[config.mk]
export PLATFORM = sky130hd
export DESIGN_NAME = multi_slot_tick_timer_table_flat
export DESIGN_NICKNAME = d
export VERILOG_FILES = /design/src/hdl/mstt_pkg.sv /design/src/hdl/mstt_req_if.sv /design/src/hdl/mstt_res_if.sv /design/src/hdl/multi_slot_tick_timer_table.sv /design/src/hdl/mstt_cell.sv /design/src/flat_wrapper.sv
export SDC_FILE = /design/constraint.sdc
export NUM_CORES = 1
export LEC_CHECK = 0
export ABC_AREA = 1
export BUFFER_PORTS_ARGS = -buffer_cell sky130_fd_sc_hd__buf_2
export CORE_ASPECT_RATIO = 2
export CORE_MARGIN = 3
export CORE_UTILIZATION = 40
export CTS_CLUSTER_DIAMETER = 30
export CTS_CLUSTER_SIZE = 25
export DETAILED_ROUTE_END_ITERATION = 6
export GPL_TIMING_DRIVEN = 0
export MAX_ROUTING_LAYER = met4
export PLACE_DENSITY = 0.64
export SYNTH_ARGS = -nofsm -noshare
export SYNTH_HDL_FRONTEND = slang
export SYNTH_SLANG_ARGS = --single-unit
[constraint.sdc]
create_clock -name clk -period 10.7 [get_ports clk]
set_input_delay 2.14 -clock clk [delete_from_list [all_inputs] [get_ports clk]]
set_output_delay 2.14 -clock clk [all_outputs]
set_load 0.05 [all_outputs]
[src/hdl/mstt_pkg.sv]
// Package for the multi-slot tick timer table: widths, codes and slot type.
// Depends on nothing.
`default_nettype none
package mstt_pkg;

  localparam int SLOT_W        = 5;
  localparam int REQ_W         = 2;
  localparam int DATA_W        = 8;
  localparam int NUM_SLOTS_DEF = 20;

  typedef enum logic [REQ_W-1:0] {
    REQ_TICK       = 2'd0,
    REQ_SCHEDULE   = 2'd1,
    REQ_CANCEL     = 2'd2,
    REQ_CANCEL_ALL = 2'd3
  } req_t;

  typedef enum logic [1:0] {
    KIND_GRANTED     = 2'd0,
    KIND_FULL        = 2'd1,
    KIND_ZERO_PERIOD = 2'd2,
    KIND_EXPIRED     = 2'd3
  } kind_t;

  typedef struct packed {
    logic [DATA_W-1:0] period;
    logic [DATA_W-1:0] remaining;
    logic [DATA_W-1:0] repeats;
  } slot_t;

endpackage
`default_nettype wire

[src/hdl/mstt_req_if.sv]
// Request channel interface of the timer table.
// Depends on mstt_pkg.
`default_nettype none
interface mstt_req_if;
  import mstt_pkg::*;

  logic              valid;
  logic              ready;
  logic [REQ_W-1:0]  req_type;
  logic [DATA_W-1:0] period_ticks;
  logic [DATA_W-1:0] repeat_count;
  logic [SLOT_W-1:0] cancel_slot;

  modport source (output valid, req_type, period_ticks, repeat_count, cancel_slot,
                  input ready);
  modport sink (input valid, req_type, period_ticks, repeat_count, cancel_slot,
                output ready);
endinterface
`default_nettype wire

[src/hdl/mstt_res_if.sv]
// Result channel interface of the timer table.
// Depends on mstt_pkg.
`default_nettype none
interface mstt_res_if;
  import mstt_pkg::*;

  logic              valid;
  logic              ready;
  logic [1:0]        result_kind;
  logic [SLOT_W-1:0] slot;
  logic              last;

  modport source (output valid, result_kind, slot, last, input ready);
  modport sink (input valid, result_kind, slot, last, output ready);
endinterface
`default_nettype wire

[src/hdl/multi_slot_tick_timer_table.sv]
// Top level of the multi-slot tick timer table: cell ring plus walk control.
// Depends on mstt_pkg, mstt_req_if, mstt_res_if and mstt_cell.
`default_nettype none
// The table keeps NUM_SLOTS timer slots in a ring of cells that rotates one
// place per cycle during a walk unless stalled. Every request transaction
// (tick, schedule, cancel one, cancel all) walks the whole ring once: slot k
// sits at the head cell on walk step k, where it is updated and written back
// into the tail of the ring. A transaction passes through an accept step,
// NUM_SLOTS walk steps and one finish step; the walk holds while an expiry
// waits on a busy result port, as does a finish step with a result. Results
// leave through a single output register, so the next request is taken while
// the last result still waits. A tick reports expired slots in ascending
// order with last set on the final one; a quiet tick and both cancels give no
// result; a schedule always gives exactly one result with last set.
// No clearing pass is needed after reset.
module multi_slot_tick_timer_table #(
  parameter int NUM_SLOTS = mstt_pkg::NUM_SLOTS_DEF
) (
  input  wire logic   clk,
  input  wire logic   rst,
  mstt_req_if.sink    req,
  mstt_res_if.source  res
);
  import mstt_pkg::*;

  localparam int IDX_W = (NUM_SLOTS > 1) ? $clog2(NUM_SLOTS) : 1;
  localparam logic [IDX_W-1:0] LAST_IDX = IDX_W'(NUM_SLOTS - 1);

  typedef enum logic [2:0] {
    ST_IDLE = 3'b001,
    ST_WALK = 3'b010,
    ST_DONE = 3'b100
  } state_t;

  state_t state, state_next;

  // Latched request.
  logic [REQ_W-1:0]  req_type_r;
  logic [DATA_W-1:0] period_r;
  logic [DATA_W-1:0] repeats_r;
  logic [SLOT_W-1:0] cancel_r;

  // Walk position and per-transaction bookkeeping.
  logic [IDX_W-1:0]  idx;
  logic              granted;
  logic [SLOT_W-1:0] grant_slot;
  logic              pend_valid;
  logic [SLOT_W-1:0] pend_slot;

  // Ring of cells.
  slot_t ring [NUM_SLOTS];
  logic  free [NUM_SLOTS];
  slot_t head;
  slot_t head_next;
  logic  shift;

  // Output register.
  logic              out_valid;
  logic [1:0]        out_kind;
  logic [SLOT_W-1:0] out_slot;
  logic              out_last;
  logic              out_free;
  logic              out_load;
  logic [1:0]        load_kind;
  logic [SLOT_W-1:0] load_slot;
  logic              load_last;

  // Head-step decisions.
  logic              expire;
  logic              take_slot;
  logic              stall;
  logic [DATA_W-1:0] rem_dec;
  logic              fin_valid;
  logic [1:0]        fin_kind;
  logic [SLOT_W-1:0] fin_slot;
  logic              accept;

  // Build the ring: each cell takes from its upper neighbor, the tail takes
  // the updated head.
  for (genvar i = 0; i < NUM_SLOTS; i++) begin : g_cell
    slot_t d_in;
    if (i == NUM_SLOTS - 1) begin : g_tail
      assign d_in = head_next;
    end else begin : g_mid
      assign d_in = ring[i+1];
    end
    mstt_cell u_cell (
      .clk   (clk),
      .rst   (rst),
      .shift (shift),
      .d_in  (d_in),
      .q     (ring[i]),
      .free  (free[i])
    );
  end

  assign head     = ring[0];
  assign accept   = req.valid && req.ready;
  assign out_free = !out_valid || res.ready;
  assign rem_dec  = head.remaining - DATA_W'(1);

  // Update the slot at the head according to the latched request.
  always_comb begin
    head_next = head;
    expire    = 1'b0;
    take_slot = 1'b0;
    case (req_type_r)
      REQ_TICK: begin
        if (!free[0]) begin
          head_next.remaining = rem_dec;
          if (rem_dec == '0) begin
            expire = 1'b1;
            if (head.repeats == DATA_W'(1)) begin
              head_next.period = '0;
            end else begin
              if (head.repeats != '0) begin
                head_next.repeats = head.repeats - DATA_W'(1);
              end
              head_next.remaining = head.period;
            end
          end
        end
      end
      REQ_SCHEDULE: begin
        if (period_r != '0 && !granted && free[0]) begin
          take_slot           = 1'b1;
          head_next.period    = period_r;
          head_next.remaining = period_r;
          head_next.repeats   = repeats_r;
        end
      end
      REQ_CANCEL: begin
        if (cancel_r == SLOT_W'(idx)) begin
          head_next.period = '0;
        end
      end
      REQ_CANCEL_ALL: begin
        head_next.period = '0;
      end
      default: begin
        head_next = head;
      end
    endcase
  end

  // Hold the walk when an earlier expiry must leave but the port is busy.
  assign stall = expire && pend_valid && !out_free;
  assign shift = (state == ST_WALK) && !stall;

  // Final result of the transaction.
  always_comb begin
    fin_valid = 1'b0;
    fin_kind  = KIND_GRANTED;
    fin_slot  = '0;
    case (req_type_r)
      REQ_SCHEDULE: begin
        fin_valid = 1'b1;
        if (period_r == '0) begin
          fin_kind = KIND_ZERO_PERIOD;
        end else if (granted) begin
          fin_kind = KIND_GRANTED;
          fin_slot = grant_slot;
        end else begin
          fin_kind = KIND_FULL;
        end
      end
      REQ_TICK: begin
        fin_valid = pend_valid;
        fin_kind  = KIND_EXPIRED;
        fin_slot  = pend_slot;
      end
      default: begin
        fin_valid = 1'b0;
      end
    endcase
  end

  // Choose what goes into the output register this cycle.
  always_comb begin
    out_load  = 1'b0;
    load_kind = fin_kind;
    load_slot = fin_slot;
    load_last = 1'b1;
    case (state)
      ST_WALK: begin
        out_load  = expire && pend_valid && out_free;
        load_kind = KIND_EXPIRED;
        load_slot = pend_slot;
        load_last = 1'b0;
      end
      ST_DONE: begin
        out_load = fin_valid && out_free;
      end
      default: begin
        out_load = 1'b0;
      end
    endcase
  end

  always_comb begin
    state_next = state;
    case (state)
      ST_IDLE: begin
        if (accept) begin
          state_next = ST_WALK;
        end
      end
      ST_WALK: begin
        if (shift && idx == LAST_IDX) begin
          state_next = ST_DONE;
        end
      end
      ST_DONE: begin
        if (!fin_valid || out_free) begin
          state_next = ST_IDLE;
        end
      end
      default: begin
        state_next = ST_IDLE;
      end
    endcase
  end

  always_ff @(posedge clk) begin
    if (rst) begin
      state <= ST_IDLE;
    end else begin
      state <= state_next;
    end
  end

  // Latch the request fields on accept.
  always_ff @(posedge clk) begin
    if (accept) begin
      req_type_r <= req.req_type;
      period_r   <= req.period_ticks;
      repeats_r  <= req.repeat_count;
      cancel_r   <= req.cancel_slot;
    end
  end

  // Advance the walk; track the grant and the held-back expiry.
  always_ff @(posedge clk) begin
    if (rst) begin
      idx        <= '0;
      granted    <= 1'b0;
      pend_valid <= 1'b0;
    end else if (accept) begin
      idx        <= '0;
      granted    <= 1'b0;
      pend_valid <= 1'b0;
    end else if (shift) begin
      idx <= (idx == LAST_IDX) ? '0 : idx + IDX_W'(1);
      if (take_slot) begin
        granted <= 1'b1;
      end
      if (expire) begin
        pend_valid <= 1'b1;
      end
    end
  end

  always_ff @(posedge clk) begin
    if (shift && take_slot) begin
      grant_slot <= SLOT_W'(idx);
    end
    if (shift && expire) begin
      pend_slot <= SLOT_W'(idx);
    end
  end

  // Output register: load a result, or drop it once taken.
  always_ff @(posedge clk) begin
    if (rst) begin
      out_valid <= 1'b0;
    end else if (out_load) begin
      out_valid <= 1'b1;
    end else if (res.ready) begin
      out_valid <= 1'b0;
    end
  end

  always_ff @(posedge clk) begin
    if (out_load) begin
      out_kind <= load_kind;
      out_slot <= load_slot;
      out_last <= load_last;
    end
  end

  assign req.ready       = (state == ST_IDLE);
  assign res.valid       = out_valid;
  assign res.result_kind = out_kind;
  assign res.slot        = out_slot;
  assign res.last        = out_last;

endmodule
`default_nettype wire

[src/hdl/mstt_cell.sv]
// One timer slot of the rotating ring: holds period, countdown and repeats.
// Depends on mstt_pkg.
`default_nettype none
module mstt_cell (
  input  wire logic            clk,
  input  wire logic            rst,
  input  wire logic            shift,
  input  wire mstt_pkg::slot_t d_in,
  output mstt_pkg::slot_t      q,
  output logic                 free
);
  import mstt_pkg::*;

  // Only the period carries reset; it marks the slot free.
  always_ff @(posedge clk) begin
    if (rst) begin
      q.period <= '0;
    end else if (shift) begin
      q.period <= d_in.period;
    end
    if (shift) begin
      q.remaining <= d_in.remaining;
      q.repeats   <= d_in.repeats;
    end
  end

  assign free = (q.period == '0);

endmodule
`default_nettype wire

[src/flat_wrapper.sv]
// flat-port wrapper written by rule: the top's interface ports become plain ports
module multi_slot_tick_timer_table_flat import mstt_pkg::*;
#(
  parameter int NUM_SLOTS = mstt_pkg::NUM_SLOTS_DEF
)
  (clk, rst, req_valid, req_req_type, req_period_ticks, req_repeat_count, req_cancel_slot, req_ready, res_valid, res_result_kind, res_slot, res_last, res_ready);
  mstt_req_if req_i ();
  mstt_res_if res_i ();
  input  wire logic clk;
  input  wire logic rst;
  input wire logic [$bits(req_i.valid)-1:0] req_valid;
  input wire logic [$bits(req_i.req_type)-1:0] req_req_type;
  input wire logic [$bits(req_i.period_ticks)-1:0] req_period_ticks;
  input wire logic [$bits(req_i.repeat_count)-1:0] req_repeat_count;
  input wire logic [$bits(req_i.cancel_slot)-1:0] req_cancel_slot;
  output wire logic [$bits(req_i.ready)-1:0] req_ready;
  output wire logic [$bits(res_i.valid)-1:0] res_valid;
  output wire logic [$bits(res_i.result_kind)-1:0] res_result_kind;
  output wire logic [$bits(res_i.slot)-1:0] res_slot;
  output wire logic [$bits(res_i.last)-1:0] res_last;
  input wire logic [$bits(res_i.ready)-1:0] res_ready;
  assign req_i.valid = req_valid;
  assign req_i.req_type = req_req_type;
  assign req_i.period_ticks = req_period_ticks;
  assign req_i.repeat_count = req_repeat_count;
  assign req_i.cancel_slot = req_cancel_slot;
  assign req_ready = req_i.ready;
  assign res_valid = res_i.valid;
  assign res_result_kind = res_i.result_kind;
  assign res_slot = res_i.slot;
  assign res_last = res_i.last;
  assign res_i.ready = res_ready;
  multi_slot_tick_timer_table #(.NUM_SLOTS(NUM_SLOTS)) u_core (.clk(clk), .rst(rst), .req(req_i), .res(res_i));
endmodule
==> key figures, run 1 <==
Outcome
  • Status: finished, final reports clean

Floorplanning
  • Die Span Y: 310 um
  • Initial core utilization: 40.7%
  • Die Span X: 158 um
  • Top-Level Pins: 37
  • Die Footprint: 48900 um^2
  • Core area: 45300 um^2
  • Rows: 110

Placement
  • Port bufs: 36
  • Dpl cell area: 19400 um^2
  • DP Wirelength: 22300 um
  • RePlAce Congestion: 0.899

Worst setup path
  • Worst setup path endpoint: u_core.g_cell[9].u_cell.q[7]
  • Reg2Reg Setup Slack: 6.52 ns
  • CP max stage cell: buf_16
  • Critical-path cell list: buf_2 > nor2_1 > nand4_4 > nand2_2 > inv_2 > buf_8 > buf_16 > buf_16
  • Required time worst endpoint: 10.92 ns
  • Slowest stage delay, CP: 0.52 ns
  • Worst r2r dst: u_core.g_cell[9].u_cell.q[7]
  • Reg-to-reg critical path startpoint: u_core.g_cell[0].u_cell.q[8]
  • Startpoint Class: input pin
  • Worst Setup SP: res_ready
  • Worst-path maximum fanout: 147
  • Setup crit end kind: flop
  • Worst-case reg-to-reg path depth: 15
  • Most frequent CP cell: buf_16
  • Crit path DAT: 4.60 ns
  • CP Class: input pin to flop

Final layout
  • Sequential cell area: 14300 um^2
  • Ant diodes: 0
  • Layout cells sized above 1: 12.5%
  • Finished Cell Area: 21800 um^2
  • Nets: 1585
  • Most common cell after layout, fill and taps aside: edfxtp_1
  • Fill cell count: 3889
  • Most frequent cells in the layout: edfxtp_1 (361), nor2_1 (353), dfxtp_1 (171)
  • Syn-to-layout area delta: 18.5%
  • Multi-input logic area: 3550 um^2

Clock tree
  • CTS Buf Count: 71
  • CTS clk-pin slew, worst paths: 0.06 ns
  • Hold bufs inserted after CTS: 0
  • CTS tree: built
  • Post_cts resized: 0
  • Num Clock Sinks: 532
  • Number of H-tree levels: 3
  • Post-CTS Setup Inserts: 0
  • Worst-Skew Late Latency: 0.59 ns
  • Clock Tree Root: clkbuf_16
  • CTS max path bufs: 3

Power
  • Peak supply drop: 0.145 mV
  • Pwr dens: 224 nW/um^2
  • Int Power: 3800 uW
  • Leakage: 0.00775 uW
  • Combinational power share: 4.5%
  • Sequential share of power: 47.0%
  • Clock network power share: 48.5%
  • Switching Fraction: 22.5%
  • Net Switching: 1100 uW

Synthesis
  • Synth Instances: 1442
  • Seq/Total Area, Yosys: 77.4%
  • Seq cells post-synth: 532
  • Syn Area/Cell: 12.8 um^2
  • Mapped cell area: 18400 um^2
  • Netlist cell types: 33
  • Syn. warnings: 0
  • Syn_nets: 1474

Flow run
  • Max-Cap Viols: 0

Global routing
  • Global-route usage over all layers: 14.9%
  • Number of antenna violations at the first check in global routing: 0
  • GR Overflow Total: 0
  • Largest net degree at the start of global routing: 148
  • First-pass GRT wire length: 55200 um
  • Vias in the first global route: 10800

Drt
  • DRC Markers: 0
  • Via Count: 10700
  • Initial DRT Pass Iterations: 5
  • Vias per cell: 4.92
  • WL final: 34800 um
  • 1st-iter DRT viols: 765
  • WL per Instance: 16.0 um
  • Post-route ant nets: 0

Timing
  • Min Tclk post-route: 4.38 ns
  • Sum of negative setup slack: 0 ns
  • Max Freq: 228 MHz
  • Tightest Pin Transition: 0.907 ns
  • RSZ-0062 raised after global routing: no
  • Period utilisation layout: 40.9%
  • Number of max-slew violations in the final report: 0
  • Setup violators final: 0
  • Final Hold Fails: 0
  • Final Skew: 0.0147 ns
  • Slew HR: 39.5%
  • Hold WS: 0.415 ns

Worst hold path
  • Worst hold path class: flop to flop
  • Hold depth: 0
## synthesized netlist by cell type (all sizes together)
cell type | number | share of area, %
o211ai | 7 | 0.28
clkinv | 3 | 0.061
a22oi | 5 | 0.20
nor2 | 359 | 7.5
inv | 59 | 1.2
nand2 | 105 | 2.2
o21ai | 185 | 5.0
nand3 | 59 | 1.6
xor2 | 5 | 0.24
clkbuf | 32 | 0.65
a31oi | 2 | 0.068
nor4 | 1 | 0.034
o22ai | 2 | 0.068
edfxtp | 361 | 59
a21oi | 27 | 0.73
xnor2 | 4 | 0.19
nor3 | 8 | 0.22
buf | 29 | 1.5
nand4 | 11 | 0.45
dfxtp | 171 | 19
ha | 5 | 0.34
a31o | 2 | 0.095
## worst min path at each step
stage / to / startpoint
after CTS: u_core.g_cell[9].u_cell.q[9] / u_core.g_cell[10].u_cell.q[9]
final: u_core.g_cell[11].u_cell.q[13] / u_core.g_cell[12].u_cell.q[13]
after detailed placement: u_core.g_cell[0].u_cell.q[12] / u_core.g_cell[1].u_cell.q[12]
after floorplan: u_core.g_cell[0].u_cell.q[0] / u_core.g_cell[1].u_cell.q[0]
after global routing: u_core.g_cell[9].u_cell.q[9] / u_core.g_cell[10].u_cell.q[9]
after global placement: u_core.g_cell[17].u_cell.q[6] / u_core.g_cell[18].u_cell.q[6]
## layer usage
metal	track usage, %	part of all wire (%)	routed length, um	vias to the layer above
li1	-	-	-	5240
met1	16.8	40	14100	5104
met2	24.8	51	17900	235
met3	2.65	3.9	1360	91
met4	8.14	4.3	1500	0
met5	-	0	0	-
## final cells by class
cell class | instances | area share (%)
sequential | 532 | 65.3
multi-input combinational | 787 | 16.3
clock buffer | 78 | 8.54
tap | 560 | 3.21
clock inverter | 52 | 2.67
buffer | 61 | 1.88
timing repair buffer | 38 | 1.08
inverter | 62 | 1.07
## kinds of logic (layout without fill, tap and decap cells)
| kind of cell | count (synthesis) | count (layout) | synth area share [%] |
|---|---|---|---|
| adder cells (fa/ha/maj) | 5 | 5 | 0.339 |
| buffers and inverters | 123 | 291 | 3.43 |
| XOR/XNOR | 9 | 9 | 0.427 |
| AND/OR/NAND/NOR | 543 | 543 | 12.0 |
| AO/OA/AOI/OAI | 230 | 230 | 6.47 |
| flip-flops | 532 | 532 | 77.4 |
## state kept, by name (all words and copies together) (netlist names), 5 cells and up
| signal | count |
|---|---|
| u_core.repeats_r | 8 |
| u_core.pend_slot | 5 |
| u_core.g_cell.u_cell.q | 480 |
| u_core.cancel_r | 5 |
| u_core.period_r | 8 |
| u_core.idx | 5 |
| u_core.grant_slot | 5 |
| u_core.res.slot | 5 |
## worst max-delay path: cells and delay by family
family	cells	cell delay, ns
buffers and inverters	5	1.75
AND/OR/NAND/NOR	3	0.42
## power by group through the flow
| stage | clock network, uW | logic [uW] | registers (uW) |
|---|---|---|---|
| 4_1_cts | 2440 | 221 | 2300 |
| 3_3_place_gp | 0 | 214 | 2350 |
| 6_report | 2380 | 219 | 2300 |
| 3_5_place_dp | 0 | 220 | 2350 |
| 5_1_grt | 2530 | 247 | 2310 |
| 2_1_floorplan | 0 | 157 | 2340 |
## stage by stage
step                      total power, uW  util [%]  cells  worst slack (ns)
final                                4900      48.2   2170              6.32
after floorplan                      2500         -   1442              3.74
after global routing                 5080      48.2   2170              6.19
after detailed placement             2570      42.8   2040              5.75
after global placement               2570      42.7   2038              2.35
after CTS                            4960      48.2   2170              6.39
Power figures use the tool's default switching activity.
==> run 2: changes to the inputs <==
--- a/config.mk
+++ b/config.mk
@@ -5,7 +5,7 @@
 export SDC_FILE = /design/constraint.sdc
 export NUM_CORES = 1
 export LEC_CHECK = 0
-export ABC_AREA = 1
+export ABC_AREA = 0
 export BUFFER_PORTS_ARGS = -buffer_cell sky130_fd_sc_hd__buf_2
 export CORE_ASPECT_RATIO = 2
 export CORE_MARGIN = 3
@@ -15,7 +15,7 @@
 export DETAILED_ROUTE_END_ITERATION = 6
 export GPL_TIMING_DRIVEN = 0
 export MAX_ROUTING_LAYER = met4
-export PLACE_DENSITY = 0.64
+export PLACE_DENSITY = 0.66
 export SYNTH_ARGS = -nofsm -noshare
 export SYNTH_HDL_FRONTEND = slang
 export SYNTH_SLANG_ARGS = --single-unit
==> constraint.sdc (replaced) <==
create_clock -name clk -period 3.95 [get_ports clk]
set_input_delay 0.79 -clock clk [delete_from_list [all_inputs] [get_ports clk]]
set_output_delay 0.79 -clock clk [all_outputs]
set_load 0.05 [all_outputs]
==> run 2 against run 1 <==
Net effect: register-to-register slack worse by 6.1 ns; cell count fell by 6.6%; first-iteration DRC count down 21%; non-clock buffer count rose by 8; combinational power increased by 7%; flip-flop and latch count is the same; via count down 2.5%; highest routed layer unchanged.
==> key figures, run 2 <==
Outcome
  • Status: finished, final reports clean

Final layout
  • Largest register FFs: 480 (unchanged)
  • Most common cell after layout, fill and taps aside: edfxtp_1
  • Most frequent cells in the layout: edfxtp_1 (361), nand2_1 (321), a21oi_1 (180)
  • Nets: 1445 (-8.8%)
  • Largest registers: u_core.g_cell.u_cell.q x480, u_core.period_r x8, u_core.repeats_r x8
  • Ant diodes: 0 (unchanged)
  • Biggest register: u_core.g_cell.u_cell.q
  • Fill cell count: 3841 (-1.2%)
  • Sequential cell area: 14300 um^2 (unchanged)
  • Layout Cells excl Fill: 2026 (-6.6%)
  • Multi-input logic area: 3500 um^2 (-1.5%)
  • Syn-to-layout area delta: 17.2%
  • Post-layout util: 47.4% (-0.79 points)
  • Layout cells sized above 1: 13.4% (+0.82 points)

Global routing
  • Global-route usage over all layers: 15.1% (+0.26 points)
  • Vias in the first global route: 10600 (-1.4%)
  • Number of antenna violations at the first check in global routing: 0 (unchanged)
  • Largest net degree at the start of global routing: 199 (+34%)
  • GR Overflow Total: 0 (unchanged)
  • First-pass GRT wire length: 55700 um (+0.94%)

Worst hold path
  • Hold path endpoint: u_core.repeats_r[5]
  • Worst hold path class: input pin to flop
  • Worst Hold Launch: req_repeat_count[5]
  • Hold depth: 1 (+1)

Timing
  • Sum of negative setup slack: 0 ns (unchanged)
  • Min Tclk post-route: 3.57 ns
  • Tightest Pin Transition: 0.949 ns (+0.0426 ns)
  • Final Hold Fails: 0 (unchanged)
  • Final Skew: 0.0329 ns (+0.0182 ns)
  • Number of max-slew violations in the final report: 0 (unchanged)
  • Hold WS: 0.365 ns (-0.0503 ns)
  • Period utilisation layout: 90.3%
  • Max Freq: 280 MHz
  • Slew HR: 36.0% (-3.5 points)
  • Setup violators final: 0 (unchanged)
  • RSZ-0062 raised after global routing: no

Synthesis
  • Synth top area share: 59.5% (+0.70 points)
  • Seq/Total Area, Yosys: 78.3% (+0.92 points)
  • Synth Flop Type: edfxtp_1
  • Synth Instances: 1312 (-9.0%)
  • Mapped cell area: 18200 um^2 (-1.2%)
  • Synth top area cells: edfxtp_1 (59%), dfxtp_1 (19%), nand2_1 (6.6%)
  • Async set-reset flop share out of synthesis: 0% (unchanged)
  • Top post-synthesis cells by count: edfxtp_1 (361), nand2_1 (321), a21oi_1 (180)
  • Syn_nets: 1344 (-8.8%)
  • Netlist cell types: 62 (+88%)
  • Post-synth EDFFs: 361 (unchanged)
  • Seq cells post-synth: 532 (unchanged)
  • Most common cell in the netlist: edfxtp_1
  • Area leader, netlist: edfxtp_1
  • Syn. warnings: 0 (unchanged)
  • Syn Area/Cell: 13.9 um^2 (+8.6%)

Worst setup path
  • Required time worst endpoint: 4.17 ns (-6.75 ns)
  • Reg2Reg Setup Slack: 0.38 ns (-6.14 ns)
  • CP max stage cell: nor2_1
  • Reg-to-reg critical path startpoint: u_core.req_type_r[0]
  • Worst-path maximum fanout: 10 (-93%)
  • Critical-path cell list: clkbuf_1 > nor2_1 > clkbuf_1 > o21ai_0 > nor3_1 > a31oi_1 > nor2_1
  • Setup crit end kind: flop
  • Slowest stage delay, CP: 0.65 ns (+0.13 ns)
  • Startpoint Class: flop
  • Worst-case reg-to-reg path depth: 7 (-8)
  • CP Class: flop to flop
  • Crit path DAT: 3.79 ns (-0.81 ns)
  • Worst r2r dst: u_core.res.last

Power
  • Int Power: 9390 uW (+150%)
  • Clock network power share: 48.3% (-0.2 points)
  • Design Power: 12100 uW (+150%)
  • Switching Fraction: 22.4% (-0.14 points)
  • Combinational power share: 1.9% (-2.6 points)
  • Leakage: 0.00693 uW (-11%)
  • Peak supply drop: 0.482 mV (+230%)
  • Sequential share of power: 49.8% (+2.8 points)
  • Pwr dens: 566 nW/um^2 (+150%)
  • Net Switching: 2700 uW (+150%)

Clock tree
  • Post_cts resized: 0 (unchanged)
  • CTS Buf Count: 61 (-14%)
  • CTS clk-pin slew, worst paths: 0.07 ns (about the same)
  • Post-CTS Setup Inserts: 0 (unchanged)
  • CTS max path bufs: 3 (unchanged)
  • CTS tree: built
  • Num Clock Sinks: 532 (unchanged)
  • Number of H-tree levels: 2 (-1)
  • Worst-Skew Late Latency: 0.61 ns (+0.02 ns)
  • Clock Tree Root: clkbuf_16

Floorplanning
  • Rows: 110 (unchanged)
  • Die Span X: 157 um (-0.57%)
  • Die Span Y: 308 um (-0.58%)
  • Die Footprint: 48300 um^2 (-1.1%)
  • Core area: 45000 um^2 (-0.61%)
  • Initial core utilization: 40.5% (-0.23 points)
  • Top-Level Pins: 37 (unchanged)

Drt
  • Post-route ant nets: 0 (unchanged)
  • DRC Markers: 0 (unchanged)
  • WL per Instance: 17.6 um (+9.8%)
  • 1st-iter DRT viols: 605 (-21%)
  • Via Count: 10400 (-2.5%)
  • WL final: 35600 um (+2.5%)
  • Vias per cell: 5.13 (+4.4%)
  • Initial DRT Pass Iterations: 4 (-1)

Placement
  • RePlAce Congestion: 0.897 (-0.23%)
  • DP Wirelength: 23000 um (+3.0%)
  • Port bufs: 36 (unchanged)
  • Cells after DPL: 1909 (-6.4%)

Flow run
  • Max-Cap Viols: 0 (unchanged)
==> run 2: changes by cell type after synthesis, sizes merged, moves of 8 or more <==
| cell | previous run | this run |
|---|---|---|
| nor2 | 359 | 23 |
| nand2 | 105 | 321 |
| o21ai | 185 | 15 |
| a21oi | 27 | 180 |
| inv | 59 | 10 |
| nand3 | 59 | 10 |
| buf | 29 | 37 |
| nand4 | 11 | 3 |
| nor4 | 1 | 9 |
==> run 2: area by class of cell <==
type | instances | area share [%]
sequential | 532 | 66.8
multi-input combinational | 700 | 16.4
clock buffer | 64 | 7.30
tap | 560 | 3.28
clock inverter | 52 | 2.88
buffer | 69 | 2.08
timing repair buffer | 38 | 1.09
inverter | 11 | 0.193
==> run 2: cell families after synthesis <==
family | share of synthesized area, %
XOR/XNOR | 0.288
AND/OR/NAND/NOR | 9.94
adder cells (fa/ha/maj) | 0.343
flip-flops | 78.3
AO/OA/AOI/OAI | 8.44
multiplexers | 0.172
buffers and inverters | 2.54
==> run 2: metrics by stage <==
stage | cell area, um^2 | worst slack, ns
5_1_grt | 21400 | 0.155
3_3_place_gp | 19100 | -0.495
6_report | 21400 | 0.382
4_1_cts | 21300 | 0.231
3_5_place_dp | 19200 | 0.239
2_1_floorplan | 18200 | 0.389
==> run 2: how the worst max path moves through the flow <==
stage | startpoint | end
finish | u_core.req_type_r[0] | u_core.res.last
global route | u_core.req_type_r[0] | u_core.res.result_kind[0]
CTS | u_core.g_cell[0].u_cell.q[9] | u_core.g_cell[14].u_cell.q[13]
detailed placement | u_core.g_cell[0].u_cell.q[9] | u_core.g_cell[14].u_cell.q[13]
global placement | u_core.g_cell[0].u_cell.q[9] | u_core.pend_slot[1]
floorplan | u_core.g_cell[0].u_cell.q[19] | u_core.pend_slot[0]
==> run 2: metal layers <==
| layer | vias to the layer above | part of all wire (%) | track usage [%] |
|---|---|---|---|
| met1 | 5052 | 38 | 16.6 |
| li1 | 4962 | - | - |
| met4 | 0 | 5.5 | 8.25 |
| met2 | 258 | 52 | 25.8 |
| met5 | - | 0 | - |
| met3 | 126 | 4.0 | 2.58 |
==> run 2: critical path, delay by kind of cell, from the launching register on <==
kind	cells	cell delay [ns]
buf+inv	2	0.71
flops	1	0.40
compound gates	2	0.74
simple gates	3	1.33
==> run 2: power by group through the flow <==
stage / clock, uW / combinational (uW) / sequential [uW]
floorplan: 0 / 153 / 6120
global placement: 0 / 229 / 6140
detailed placement: 0 / 235 / 6140
CTS: 5980 / 235 / 6020
global route: 6210 / 256 / 6020
finish: 5840 / 234 / 6020
==> run 2: repair_timing <==
action | in CTS | in global routing
hold buffers | 0 | 0
hold endpoints to repair | 0 | 0
setup endpoints to repair | 0 | 114
